[src/sv/srefd_pkg.sv]
`default_nettype none
package srefd_pkg;

  typedef struct packed {
    logic [11:0] column_index;
    logic [63:0] coded_value;
    logic        has_entry;
    logic        row_end;
  } in_item_t;

  typedef struct packed {
    logic [5:0]  column;
    logic        present;
    logic [31:0] total_count;
    logic [9:0]  distance;
    logic [9:0]  fraction_a;
    logic [9:0]  fraction_b;
    logic [9:0]  fraction_c;
    logic [1:0]  status;
    logic        last;
  } out_item_t;

  // decoded item handed from the front end to the sequencer
  typedef struct packed {
    logic [11:0] idx;
    logic        has_entry;
    logic        row_end;
    logic        is_zero;
    logic        bad_code;
    logic [31:0] count;
    logic [9:0]  distance;
    logic [9:0]  fa;
    logic [9:0]  fb;
    logic [9:0]  fc;
  } cmd_t;

  typedef enum logic {
    BK_IDLE,
    BK_RUN
  } back_state_e;

  localparam logic [1:0] STATUS_OK       = 2'd0;
  localparam logic [1:0] STATUS_BAD_COL  = 2'd1;
  localparam logic [1:0] STATUS_BAD_CODE = 2'd2;

  localparam logic [0:0] REG_NUM_COLUMNS = 1'd0;
  localparam logic [6:0] NUM_COLUMNS_RST = 7'd64;

  localparam logic [31:0] DIGIT_BASE = 32'd1001;
  localparam logic [14:0] FULL_SCALE = 15'd1000;

  // floor(2^41 / 1001): quotient estimate is exact or one short
  localparam logic [31:0] RECIP_1001  = 32'd2196826429;
  localparam int unsigned RECIP_SHIFT = 41;

  localparam int unsigned QUEUE_DEPTH = 2;

endpackage
`default_nettype wire

[src/sv/srefd_front.sv]
`default_nettype none
module srefd_front (
  input  wire logic                 clk_i,
  input  wire logic                 rst_ni,
  input  wire logic                 in_valid_i,
  output logic                      in_stall_o,
  input  wire srefd_pkg::in_item_t  in_item_i,
  output logic                      push_o,
  output srefd_pkg::cmd_t           cmd_o,
  input  wire logic                 full_i
);

  logic adv;

  // stage 1: captured item
  logic        s1_valid_q;
  logic [11:0] s1_idx_q;
  logic        s1_ent_q, s1_end_q, s1_zero_q;
  logic [31:0] s1_count_q, s1_low_q;

  // stage 2: reciprocal product of low word
  logic        s2_valid_q;
  logic [11:0] s2_idx_q;
  logic        s2_ent_q, s2_end_q, s2_zero_q;
  logic [31:0] s2_count_q, s2_low_q;
  logic [63:0] s2_prod_q;

  // stage 3: first digit split
  logic        s3_valid_q;
  logic [11:0] s3_idx_q;
  logic        s3_ent_q, s3_end_q, s3_zero_q;
  logic [31:0] s3_count_q;
  logic [22:0] s3_quo_q;
  logic [9:0]  s3_dist_q;

  // stage 4: reciprocal product of quotient
  logic        s4_valid_q;
  logic [11:0] s4_idx_q;
  logic        s4_ent_q, s4_end_q, s4_zero_q;
  logic [31:0] s4_count_q;
  logic [22:0] s4_quo_q;
  logic [9:0]  s4_dist_q;
  logic [63:0] s4_prod_q;

  // stage 5: second digit split
  logic        s5_valid_q;
  logic [11:0] s5_idx_q;
  logic        s5_ent_q, s5_end_q, s5_zero_q;
  logic [31:0] s5_count_q;
  logic [9:0]  s5_dist_q;
  logic [12:0] s5_fa_q;
  logic [9:0]  s5_fb_q;

  logic [22:0]        qe1;
  logic [31:0]        rem1;
  logic [22:0]        quo1_d;
  logic [9:0]         dist_d;
  logic [12:0]        qe2;
  logic [22:0]        rem2;
  logic [12:0]        fa_d;
  logic [9:0]         fb_d;
  logic signed [14:0] frac_c;
  logic               bad_code;

  assign adv        = !s5_valid_q || !full_i;
  assign in_stall_o = !adv;

  always_comb begin
    qe1  = s2_prod_q[63:41];
    rem1 = s2_low_q - 32'({9'd0, qe1} * srefd_pkg::DIGIT_BASE);
    if (rem1 >= srefd_pkg::DIGIT_BASE) begin
      quo1_d = qe1 + 23'd1;
      dist_d = 10'(rem1 - srefd_pkg::DIGIT_BASE);
    end else begin
      quo1_d = qe1;
      dist_d = rem1[9:0];
    end
  end

  always_comb begin
    qe2  = s4_prod_q[53:41];
    rem2 = s4_quo_q - 23'({10'd0, qe2} * srefd_pkg::DIGIT_BASE[22:0]);
    if (rem2 >= srefd_pkg::DIGIT_BASE[22:0]) begin
      fa_d = qe2 + 13'd1;
      fb_d = 10'(rem2 - srefd_pkg::DIGIT_BASE[22:0]);
    end else begin
      fa_d = qe2;
      fb_d = rem2[9:0];
    end
  end

  // C = 1000 - A - B; -1 and -2 clamp to zero, below that the code is bad
  always_comb begin
    frac_c   = $signed(srefd_pkg::FULL_SCALE) - $signed({2'b0, s5_fa_q})
             - $signed({5'b0, s5_fb_q});
    bad_code = !s5_zero_q && ((s5_fa_q > 13'(srefd_pkg::FULL_SCALE)) || (frac_c < -15'sd2));
    cmd_o.idx       = s5_idx_q;
    cmd_o.has_entry = s5_ent_q;
    cmd_o.row_end   = s5_end_q;
    cmd_o.is_zero   = s5_zero_q;
    cmd_o.bad_code  = bad_code;
    cmd_o.count     = s5_count_q;
    cmd_o.distance  = s5_dist_q;
    cmd_o.fa        = s5_fa_q[9:0];
    cmd_o.fb        = s5_fb_q;
    cmd_o.fc        = frac_c[14] ? 10'd0 : frac_c[9:0];
  end

  assign push_o = s5_valid_q && !full_i;

  always_ff @(posedge clk_i or negedge rst_ni) begin
    if (!rst_ni) begin
      s1_valid_q <= 1'b0;
      s2_valid_q <= 1'b0;
      s3_valid_q <= 1'b0;
      s4_valid_q <= 1'b0;
      s5_valid_q <= 1'b0;
    end else if (adv) begin
      // items with neither an entry nor a row end do nothing and are dropped
      s1_valid_q <= in_valid_i && (in_item_i.has_entry || in_item_i.row_end);
      s2_valid_q <= s1_valid_q;
      s3_valid_q <= s2_valid_q;
      s4_valid_q <= s3_valid_q;
      s5_valid_q <= s4_valid_q;
    end
  end

  always_ff @(posedge clk_i) begin
    if (adv) begin
      s1_idx_q   <= in_item_i.column_index;
      s1_ent_q   <= in_item_i.has_entry;
      s1_end_q   <= in_item_i.row_end;
      s1_zero_q  <= (in_item_i.coded_value == 64'd0);
      s1_count_q <= in_item_i.coded_value[63:32];
      s1_low_q   <= in_item_i.coded_value[31:0];

      s2_idx_q   <= s1_idx_q;
      s2_ent_q   <= s1_ent_q;
      s2_end_q   <= s1_end_q;
      s2_zero_q  <= s1_zero_q;
      s2_count_q <= s1_count_q;
      s2_low_q   <= s1_low_q;
      s2_prod_q  <= {32'd0, s1_low_q} * {32'd0, srefd_pkg::RECIP_1001};

      s3_idx_q   <= s2_idx_q;
      s3_ent_q   <= s2_ent_q;
      s3_end_q   <= s2_end_q;
      s3_zero_q  <= s2_zero_q;
      s3_count_q <= s2_count_q;
      s3_quo_q   <= quo1_d;
      s3_dist_q  <= dist_d;

      s4_idx_q   <= s3_idx_q;
      s4_ent_q   <= s3_ent_q;
      s4_end_q   <= s3_end_q;
      s4_zero_q  <= s3_zero_q;
      s4_count_q <= s3_count_q;
      s4_quo_q   <= s3_quo_q;
      s4_dist_q  <= s3_dist_q;
      s4_prod_q  <= {41'd0, s3_quo_q} * {32'd0, srefd_pkg::RECIP_1001};

      s5_idx_q   <= s4_idx_q;
      s5_ent_q   <= s4_ent_q;
      s5_end_q   <= s4_end_q;
      s5_zero_q  <= s4_zero_q;
      s5_count_q <= s4_count_q;
      s5_dist_q  <= s4_dist_q;
      s5_fa_q    <= fa_d;
      s5_fb_q    <= fb_d;
    end
  end

endmodule
`default_nettype wire

[src/sv/srefd_fifo.sv]
`default_nettype none
module srefd_fifo (
  input  wire logic             clk_i,
  input  wire logic             rst_ni,
  input  wire logic             push_i,
  input  wire srefd_pkg::cmd_t  data_i,
  output logic                  full_o,
  input  wire logic             pop_i,
  output srefd_pkg::cmd_t       data_o,
  output logic                  empty_o
);

  localparam int unsigned Depth = srefd_pkg::QUEUE_DEPTH;
  localparam int unsigned PtrW  = (Depth > 1) ? $clog2(Depth) : 1;
  localparam int unsigned CntW  = $clog2(Depth + 1);

  srefd_pkg::cmd_t mem_q [Depth];
  logic [PtrW-1:0] wr_ptr_q, wr_ptr_d, rd_ptr_q, rd_ptr_d;
  logic [CntW-1:0] cnt_q, cnt_d;

  assign full_o  = (cnt_q == CntW'(Depth));
  assign empty_o = (cnt_q == '0);
  assign data_o  = mem_q[rd_ptr_q];

  always_comb begin
    wr_ptr_d = wr_ptr_q;
    rd_ptr_d = rd_ptr_q;
    cnt_d    = cnt_q;
    if (push_i) begin
      wr_ptr_d = (wr_ptr_q == PtrW'(Depth - 1)) ? '0 : wr_ptr_q + 1'b1;
    end
    if (pop_i) begin
      rd_ptr_d = (rd_ptr_q == PtrW'(Depth - 1)) ? '0 : rd_ptr_q + 1'b1;
    end
    if (push_i && !pop_i) begin
      cnt_d = cnt_q + 1'b1;
    end else if (pop_i && !push_i) begin
      cnt_d = cnt_q - 1'b1;
    end
  end

  always_ff @(posedge clk_i or negedge rst_ni) begin
    if (!rst_ni) begin
      wr_ptr_q <= '0;
      rd_ptr_q <= '0;
      cnt_q    <= '0;
    end else begin
      wr_ptr_q <= wr_ptr_d;
      rd_ptr_q <= rd_ptr_d;
      cnt_q    <= cnt_d;
    end
  end

  always_ff @(posedge clk_i) begin
    if (push_i) begin
      mem_q[wr_ptr_q] <= data_i;
    end
  end

endmodule
`default_nettype wire

[src/sv/srefd_back.sv]
`default_nettype none
module srefd_back #(
  parameter int unsigned MAX_COLUMNS = 64
) (
  input  wire logic                  clk_i,
  input  wire logic                  rst_ni,
  input  wire logic [6:0]            num_columns_i,
  input  wire logic                  empty_i,
  input  wire srefd_pkg::cmd_t       cmd_i,
  output logic                       pop_o,
  output logic                       out_valid_o,
  input  wire logic                  out_stall_i,
  output srefd_pkg::out_item_t       out_item_o
);

  localparam logic [6:0] MaxCols = 7'(MAX_COLUMNS);

  srefd_pkg::back_state_e state_q, state_d;
  srefd_pkg::cmd_t        cur_q;
  logic                   ent_q, ent_d;
  logic [6:0]             nc_q, nc_d;
  logic                   out_valid_q;
  srefd_pkg::out_item_t   out_q, res;

  logic [6:0]  ncols;
  logic [6:0]  idx_next;
  logic        can_emit, emit, done, bad_col, row_more;

  assign ncols    = (num_columns_i > MaxCols) ? MaxCols : num_columns_i;
  assign can_emit = !out_valid_q || !out_stall_i;
  assign bad_col  = (cur_q.idx >= {5'd0, ncols}) || (cur_q.idx < {5'd0, nc_q});
  assign idx_next = cur_q.idx[6:0] + 7'd1;
  // row-end entry short of the last column: more fill follows after it
  assign row_more = cur_q.row_end && (idx_next < ncols);

  always_comb begin
    state_d = state_q;
    case (state_q)
      srefd_pkg::BK_IDLE: begin
        if (!empty_i) begin
          state_d = srefd_pkg::BK_RUN;
        end
      end
      srefd_pkg::BK_RUN: begin
        if (done) begin
          state_d = srefd_pkg::BK_IDLE;
        end
      end
      default: state_d = srefd_pkg::BK_IDLE;
    endcase
  end

  always_comb begin
    pop_o  = 1'b0;
    emit   = 1'b0;
    done   = 1'b0;
    nc_d   = nc_q;
    ent_d  = ent_q;
    res    = '0;
    res.status = srefd_pkg::STATUS_OK;
    case (state_q)
      srefd_pkg::BK_IDLE: begin
        pop_o = !empty_i;
      end
      srefd_pkg::BK_RUN: begin
        if (ent_q) begin
          if (can_emit) begin
            emit = 1'b1;
            if (bad_col || cur_q.bad_code) begin
              res.status = bad_col ? srefd_pkg::STATUS_BAD_COL : srefd_pkg::STATUS_BAD_CODE;
              res.last   = 1'b1;
              nc_d       = '0;
              done       = 1'b1;
            end else if ({5'd0, nc_q} < cur_q.idx) begin
              res.column = nc_q[5:0];
              nc_d       = nc_q + 7'd1;
            end else begin
              res.column = cur_q.idx[5:0];
              if (!cur_q.is_zero) begin
                res.present     = 1'b1;
                res.total_count = cur_q.count;
                res.distance    = cur_q.distance;
                res.fraction_a  = cur_q.fa;
                res.fraction_b  = cur_q.fb;
                res.fraction_c  = cur_q.fc;
              end
              res.last = !row_more;
              ent_d    = 1'b0;
              nc_d     = (cur_q.row_end && !row_more) ? 7'd0 : idx_next;
              done     = !row_more;
            end
          end
        end else if (nc_q >= ncols) begin
          // row already full or shortened: nothing to fill
          nc_d = '0;
          done = 1'b1;
        end else if (can_emit) begin
          emit       = 1'b1;
          res.column = nc_q[5:0];
          res.last   = (nc_q + 7'd1 == ncols);
          nc_d       = res.last ? 7'd0 : nc_q + 7'd1;
          done       = res.last;
        end
      end
      default: ;
    endcase
  end

  always_ff @(posedge clk_i or negedge rst_ni) begin
    if (!rst_ni) begin
      state_q     <= srefd_pkg::BK_IDLE;
      nc_q        <= '0;
      ent_q       <= 1'b0;
      out_valid_q <= 1'b0;
    end else begin
      state_q <= state_d;
      nc_q    <= nc_d;
      ent_q   <= pop_o ? cmd_i.has_entry : ent_d;
      if (emit) begin
        out_valid_q <= 1'b1;
      end else if (!out_stall_i) begin
        out_valid_q <= 1'b0;
      end
    end
  end

  always_ff @(posedge clk_i) begin
    if (pop_o) begin
      cur_q <= cmd_i;
    end
    if (emit) begin
      out_q <= res;
    end
  end

  assign out_valid_o = out_valid_q;
  assign out_item_o  = out_q;

endmodule
`default_nettype wire

[src/sv/sparse_row_expand_fiber_decode.sv]
`default_nettype none
// channel  | handshake             | payload
// ---------+-----------------------+--------------------------------
// input    | in_valid_i/in_stall_o | in_item_i (srefd_pkg::in_item_t)
// output   | out_valid_o/out_stall_i | out_item_o (srefd_pkg::out_item_t)
// config   | psel/penable/pwrite   | paddr, pwdata, prdata (num_columns)
//
// Front end splits the fiber word into base-1001 digits in a five-stage
// pipeline (two reciprocal multiplies), then a two-entry queue feeds the
// row sequencer. It emits one result per cycle unless the output stalls,
// after a load step per item; it pops no new item until the last is done.
// Reset clears the pipeline, queue, column counter and sets num_columns to 64.
// Output stall holds the output register; the queue absorbs the front end.
module sparse_row_expand_fiber_decode #(
  parameter int unsigned MAX_COLUMNS = 64
) (
  input  wire logic                  clk_i,
  input  wire logic                  rst_ni,
  input  wire logic                  in_valid_i,
  output logic                       in_stall_o,
  input  wire srefd_pkg::in_item_t   in_item_i,
  output logic                       out_valid_o,
  input  wire logic                  out_stall_i,
  output srefd_pkg::out_item_t       out_item_o,
  input  wire logic                  psel,
  input  wire logic                  penable,
  input  wire logic                  pwrite,
  input  wire logic [2:0]            paddr,
  input  wire logic [31:0]           pwdata,
  output logic [31:0]                prdata,
  output logic                       pready
);

  logic [6:0]      num_columns_q;
  logic            push, pop, full, empty;
  srefd_pkg::cmd_t cmd_push, cmd_pop;

  assign pready = 1'b1;
  assign prdata = (paddr[2] == srefd_pkg::REG_NUM_COLUMNS) ? {25'd0, num_columns_q} : 32'd0;

  always_ff @(posedge clk_i or negedge rst_ni) begin
    if (!rst_ni) begin
      num_columns_q <= srefd_pkg::NUM_COLUMNS_RST;
    end else if (psel && penable && pwrite && (paddr[2] == srefd_pkg::REG_NUM_COLUMNS)) begin
      num_columns_q <= pwdata[6:0];
    end
  end

  srefd_front u_front (
    .clk_i      (clk_i),
    .rst_ni     (rst_ni),
    .in_valid_i (in_valid_i),
    .in_stall_o (in_stall_o),
    .in_item_i  (in_item_i),
    .push_o     (push),
    .cmd_o      (cmd_push),
    .full_i     (full)
  );

  srefd_fifo u_fifo (
    .clk_i   (clk_i),
    .rst_ni  (rst_ni),
    .push_i  (push),
    .data_i  (cmd_push),
    .full_o  (full),
    .pop_i   (pop),
    .data_o  (cmd_pop),
    .empty_o (empty)
  );

  srefd_back #(
    .MAX_COLUMNS (MAX_COLUMNS)
  ) u_back (
    .clk_i         (clk_i),
    .rst_ni        (rst_ni),
    .num_columns_i (num_columns_q),
    .empty_i       (empty),
    .cmd_i         (cmd_pop),
    .pop_o         (pop),
    .out_valid_o   (out_valid_o),
    .out_stall_i   (out_stall_i),
    .out_item_o    (out_item_o)
  );

endmodule
`default_nettype wire
[config.mk]
export PLATFORM = sky130hd
export DESIGN_NAME = sparse_row_expand_fiber_decode
export DESIGN_NICKNAME = d
export VERILOG_FILES = /design/src/sv/srefd_pkg.sv /design/src/sv/srefd_front.sv /design/src/sv/srefd_fifo.sv /design/src/sv/srefd_back.sv /design/src/sv/sparse_row_expand_fiber_decode.sv
export SDC_FILE = /design/constraint.sdc
export NUM_CORES = 2
export LEC_CHECK = 0
export BUFFER_PORTS_ARGS = -buffer_cell sky130_fd_sc_hd__buf_4
export CORE_ASPECT_RATIO = 1.75
export CORE_UTILIZATION = 35
export CTS_CLUSTER_DIAMETER = 100
export DETAILED_ROUTE_END_ITERATION = 16
export PLACE_DENSITY = 0.59
export REMOVE_ABC_BUFFERS = 1
export SYNTH_ARGS = -nofsm -noshare
export SYNTH_HDL_FRONTEND = slang
export SYNTH_SLANG_ARGS = --single-unit
export TNS_END_PERCENT = 1
[constraint.sdc]
create_clock -name clk_i -period 36.1 [get_ports clk_i]
set_input_delay 7.22 -clock clk_i [delete_from_list [all_inputs] [get_ports clk_i]]
set_output_delay 7.22 -clock clk_i [all_outputs]
set_load 0.01 [all_outputs]
Word-level counts from Yosys, hierarchy flattened
Memory sizes are Yosys's and may differ from the RTL's.
Cells that the tools add are included.
- add/subtract/negate cells: 14
- $mul: 4
- $lt $le $gt $ge: 10
- eq/ne operators: 4
- muxes and demuxes: 56
- bitwise gates (word level): 4
- reductions and logical operators: 35
- operator list (kind ; number):
    73-bit two-way mux ; 2
    82-bit two-way mux ; 1
    79-bit two-way mux ; 1
    7-bit two-way mux ; 10
    64-bit logical NOT ; 1
    32-bit by 32-bit multiplier with 64-bit output (second input constant) ; 1
    23-bit by 32-bit multiplier with 54-bit output (second input constant) ; 1
    32-bit by 10-bit greater-or-equal comparator with 1-bit output (second input constant) ; 1
    23-bit by 10-bit multiplier with 32-bit output (second input constant) ; 1
    32-bit subtractor ; 1
    10-bit two-way mux ; 3
    1-bit two-way mux ; 28
    6-bit two-way mux ; 4
    23-bit by 1-bit adder with 23-bit output (second input constant) ; 1
    23-bit by 10-bit greater-or-equal comparator with 1-bit output (second input constant) ; 1
    13-bit by 10-bit multiplier with 23-bit output (second input constant) ; 1
    23-bit two-way mux ; 1
    23-bit subtractor ; 1
    10-bit subtractor (second input constant) ; 2
    15-bit by 2-bit less-than comparator with 1-bit output (second input constant) ; 1
    15-bit by 11-bit subtractor with 15-bit output ; 1
    7-bit by 1-bit adder with 7-bit output (second input constant) ; 2
    10-bit by 13-bit subtractor with 14-bit output (first input constant) ; 1
    13-bit by 1-bit adder with 13-bit output (second input constant) ; 1
    other kinds (27) ; 59
- flip-flop bits (word level): 711
- RAM bits: 176
- input bits: 120
- output and inout port bits: 117
- logic and storage cells: 195
- memories: 1
- memories (memory ; words ; width ; rd ports ; clocked after Yosys merged registers in ; write ports ; RTL line ; RTL):
    u_fifo.mem_q ; 2 ; 88 ; 1 ; 0 ; 1 ; srefd_fifo.sv:17 ; srefd_pkg::cmd_t mem_q [Depth];

Longest topological paths before layout
- depth in word-level cells: 12
- mapped depth: 28
- mapped depth without buffers: 28

Modules after synthesis
A second synthesis with hierarchy kept.
- cells, all modules: 5416
- area, all modules: 67061.8 sq um
- modules (own cells, without submodules) (module ; times used ; cells each ; area each (sq um) ; seq. area each (sq um)):
    srefd_front ; 1 ; 4602 ; 52566.7 ; 13157.6
    srefd_back ; 1 ; 474 ; 7383.3 ; 5325.1
    srefd_fifo ; 1 ; 290 ; 6568.8 ; 5385.2
    sparse_row_expand_fiber_decode ; 1 ; 50 ; 543.0 ; 176.4

Worst setup path before layout
Ideal clock, no wire load.
- path type: reg-to-output
- start point: register u_fifo.cnt_q[0]
- end point: output in_stall_o
- data arrival time: 14.634 ns
- required time: 28.880 ns
- slack: 14.246 ns
- stages on the path, launching flop included: 5
- path through: dfrtp_1 > nand2b_1 > or2_2 > clkbuf_1 > inv_1
- cells in the longest elaborated chain, start to end: 4
- ends and longest elaborated chain (item ; RTL line ; RTL):
    start: declaration ; srefd_fifo.sv:19 ; logic [CntW-1:0] cnt_q, cnt_d;
    start signal: assignment ; srefd_fifo.sv:50 ; cnt_q <= cnt_d;
    2-bit equality test ; srefd_fifo.sv:21 ; assign full_o = (cnt_q == CntW'(Depth));
    1-bit logical NOT ; srefd_front.sv:65 ; assign adv = !s5_valid_q || !full_i;
    1-bit logical OR ; srefd_front.sv:65 ;
    1-bit logical NOT ; srefd_front.sv:66 ; assign in_stall_o = !adv;
    end: declaration ; sparse_row_expand_fiber_decode.sv:20 ; output logic in_stall_o,
Every way passes these cells.

Worst setup path after layout
- start point: input paddr[2]
- end point: output prdata[4]
- cells in the longest elaborated chain, start to end: 1
- ends and longest elaborated chain (item ; RTL line ; RTL):
    start: declaration ; sparse_row_expand_fiber_decode.sv:28 ; input wire logic [2:0] paddr,
    7-bit two-way mux ; sparse_row_expand_fiber_decode.sv:39 ; assign prdata = (paddr[2] == srefd_pkg::REG_NUM_COLUMNS) ? {25'd0, num_columns_q} : 32'd0;
    end: declaration ; sparse_row_expand_fiber_decode.sv:30 ; output logic [31:0] prdata,
Every way passes these cells.

==> results.tsv <==
stage	metric	value	unit
floorplan	Die Ht	576	µm
layout	area of the multi-input gates	0.0363	mm²
floorplan	I/O Pins	237	
yosys	sequential element share of the synthesized area	36.5	%
global_routing	first-pass GRT wire length	244000	µm
timing	Tcrit/Tclk final	41.1	%
critical_path	worst path cell trace	buf_4 -> nor2b_1 -> buf_4	
timing	worst-margin pin slew	1160	ps
routing	Iteration-0 DRC Markers	1396	
timing	setup ws final	21270	ps
critical_path	Worst Setup End Kind	output pin	
critical_path	slowest cell on the critical path	buf_4	
yosys	Synth Register Bits	805	
clocking	CTS tree	done	
placement	Setup Slack @ Placement	21250	ps
yosys	syn_area_per_cell	12.5	µm²
clocking	CTS resizes	0	
routing	via count	37700	
global_routing	GR Overflow Total	0	
clocking	Longest Clk Path Bufs	3	
placement	number of port buffers	183	
critical_path	Required @ worst endpoint	28880	ps
clocking	Post-CTS Hold Buffers	0	
yosys	Syn Inst Count	5269	
layout	Layout Nets	7378	
critical_path	CP Max Fanout	8	
timing	Clock Skew	44.5	ps
clocking	postcts setup bufs	0	
floorplan	die area	0.190	mm²
clocking	Inserted Clock Buffers	82	
floorplan	Initial Util	35.2	%
yosys	Synth async-reset ratio	3.23	%
timing	Final setup violation count	0	
critical_path	r2r startpoint	u_front.s1_low_q[13]	
yosys	top_reg_cell synth	edfxtp_1	
floorplan	Die Wd	330	µm
timing	crit path time final	14830	ps
yosys	EDFF count, synth	779	
critical_path	Crit. Startpoint	paddr[2]	
routing	wire length per cell	19.8	µm
timing	fmax	67.4	MHz
critical_path	most used cell, CP	buf_4	
global_routing	largest net degree at the start of global routing	78	
timing	Fin Setup TNS	0	ps
flow_run	max-cap violations	0	
yosys	post-synthesis cell type count	79	
critical_path	Worst EP arrival	7610	ps
global_routing	vias in the first global route	42200	
placement	HPWL after detailed placement	132000	µm
floorplan	Rows	210	
global_routing	GRT Util Overall	17.3	%
critical_path	Crit Path Category	in -> out	
global_routing	initial antenna violation count	6	
placement	routability cong.	0.924	
layout	Register Area	0.0240	mm²
worst_hold_path	Hold Path Class	reg -> reg	
timing	RSZ-0062 raised after global routing	false	
yosys	synth warn	0	
floorplan	core area	0.187	mm²
clocking	root buffer cell	clkbuf_16	
clocking	worst-skew pair later-pin latency	720	ps
routing	DR vias/cell	4.69	
timing	final max-slew violation count	0	
layout	area delta synth->final	10.9	%
timing	slew margin rel.	21.8	%
clocking	clk slew on worst S/H paths	60	ps
timing	final hold vios	0	
layout	filler instances	17900	
clocking	clock sink count	805	
layout	layout cells sized above 1	8.27	%
worst_hold_path	hold_sp	u_front.s1_idx_q[5]	
routing	Pre-Repair DR Iteration Count	5	
routing	final WL	159000	µm
routing	Antenna Nets Post-Route	0	
yosys	Synth Cell Area	0.0658	mm²
critical_path	delay of the slowest critical-path stage	140	ps
outcome	status	completed	
clocking	H-tree lvl count	3	
routing	Post-route DRC	0	
critical_path	CP startpoint kind	primary input	
[cells in the mapped netlist (all sizes together), types with 8 or more instances]
| cell type | number | area, µm² |
|---|---|---|
| inv | 1391 | 5220 |
| ha | 945 | 11800 |
| fa | 796 | 15900 |
| edfxtp | 779 | 23400 |
| xnor2 | 121 | 1060 |
| nand2 | 117 | 439 |
| a21oi | 114 | 571 |
| nor2 | 99 | 372 |
| mux2 | 95 | 1070 |
| and2 | 82 | 513 |
| o21ai | 82 | 410 |
| a21o | 60 | 450 |
| nand3 | 60 | 305 |
| nand4 | 48 | 315 |
| xor2 | 39 | 342 |
| clkbuf | 38 | 143 |
| nor3 | 36 | 180 |
| buf | 33 | 243 |
| nor2b | 28 | 175 |
| nor4 | 26 | 163 |
| dfrtp | 25 | 626 |
| and3 | 23 | 144 |
| o21a | 23 | 173 |
| nand2b | 21 | 131 |
| a211oi | 19 | 143 |
| a31oi | 12 | 75.1 |
| a22o | 11 | 96.3 |
| a21boi | 10 | 75.1 |
| o31ai | 9 | 67.6 |
| a2111oi | 8 | 90.1 |
| o211ai | 8 | 60.1 |
[sequential cells by signal, indices dropped and copies added, names as in the netlist, 32 cells and up]
register,count
u_front.s1_count_q,32
u_front.s5_count_q,32
u_front.s4_count_q,32
u_fifo.mem_q,176
u_back.cur_q,87
u_front.s2_count_q,32
u_front.s1_low_q,32
u_front.s3_count_q,32
u_back.out_item_o,82
[final timing paths]
check,to,slack (ps),cells after the start
worst max register to register,u_front.s2_prod_q[63],27150,26
min in group asynchronous,num_columns_q[2],6420,1
worst max-delay path,prdata[4],21270,3
worst min-delay path,u_front.s2_idx_q[5],400,0
worst min register to register,u_front.s2_idx_q[5],400,0
max in group asynchronous,u_fifo.rd_ptr_q,29350,1
[critical path, delay by kind of cell]
kind                   cells  cell delay [ps]
buffers and inverters      2              270
AND/OR/NAND/NOR            1              120
[through the flow]
stage                     hold WS [ps]  util (%)  cell area (µm²)  instances
after floorplan                    400         -            65500       5222
after global placement             401      37.6            70200       7871
after detailed placement           405      37.6            70200       7871
after CTS                          403      39.1            73000       8023
after global routing               407      39.1            73000       8024
final                              405      39.1            73000       8027
[per-layer routing]
layer,global-route usage (%),vias to the layer above,wire length (µm)
met3,1.96,375,5090
li1,-,17600,-
met1,17.1,18900,54300
met2,33.6,766,88800
met5,0,-,11
met4,10.9,2,10900
[layout by cell type, fill, tap and decap left out, types with 7 or more instances in the layout]
master and instances:
mux2_2 95, clkinvlp_4 7, a21oi_1 113, edfxtp_1 779, o211ai_1 8, a31oi_1 12, o21ai_1 7, nand2_1 117
o21ai_0 75, o21a_1 23, conb_1 26, clkbuf_1 11, bufinv_16 7, clkinv_1 15, a21o_1 60, o31ai_1 9
and2_1 82, mux2i_1 7, nor2_1 97, a22o_1 11, xnor2_1 121, nor2b_1 27, a21boi_0 10, a211oi_1 19
clkbuf_16 82, o21bai_1 7, nor3_1 36, and3_1 22, inv_1 1391, nand2b_1 21, nand3_1 59, xor2_1 39
ha_1 945, clkinv_2 9, nand4_1 47, buf_4 211, dfrtp_1 24, fa_1 796, nor4_1 24
[layout make-up]
class                      count  share of cell area (%)
sequential                   805                    33.0
multi-input combinational   3026                    49.7
tap                         2438                    4.18
timing repair buffer         211                    2.17
clock inverter                57                   0.895
clock buffer                  95                    2.91
inverter                    1391                    7.16
antenna                        4                  0.0137
[kinds of logic after synthesis]
| kind of cell | count (synthesis) | share of synthesized area, % |
|---|---|---|
| adders and majority gates | 1741 | 42.2 |
| xor gates and xnor gates | 160 | 2.13 |
| DFF | 805 | 36.5 |
| AOI/OAI and AO/OA | 418 | 4.21 |
| muxes | 102 | 1.73 |
| other | 2 | 0.0114 |
| buffers and inverters | 1462 | 8.52 |
| and+or+nand+nor | 579 | 4.65 |
Power is not shown: default switching activity piles up to over one toggle a cycle in this logic, so the estimate is an artifact.
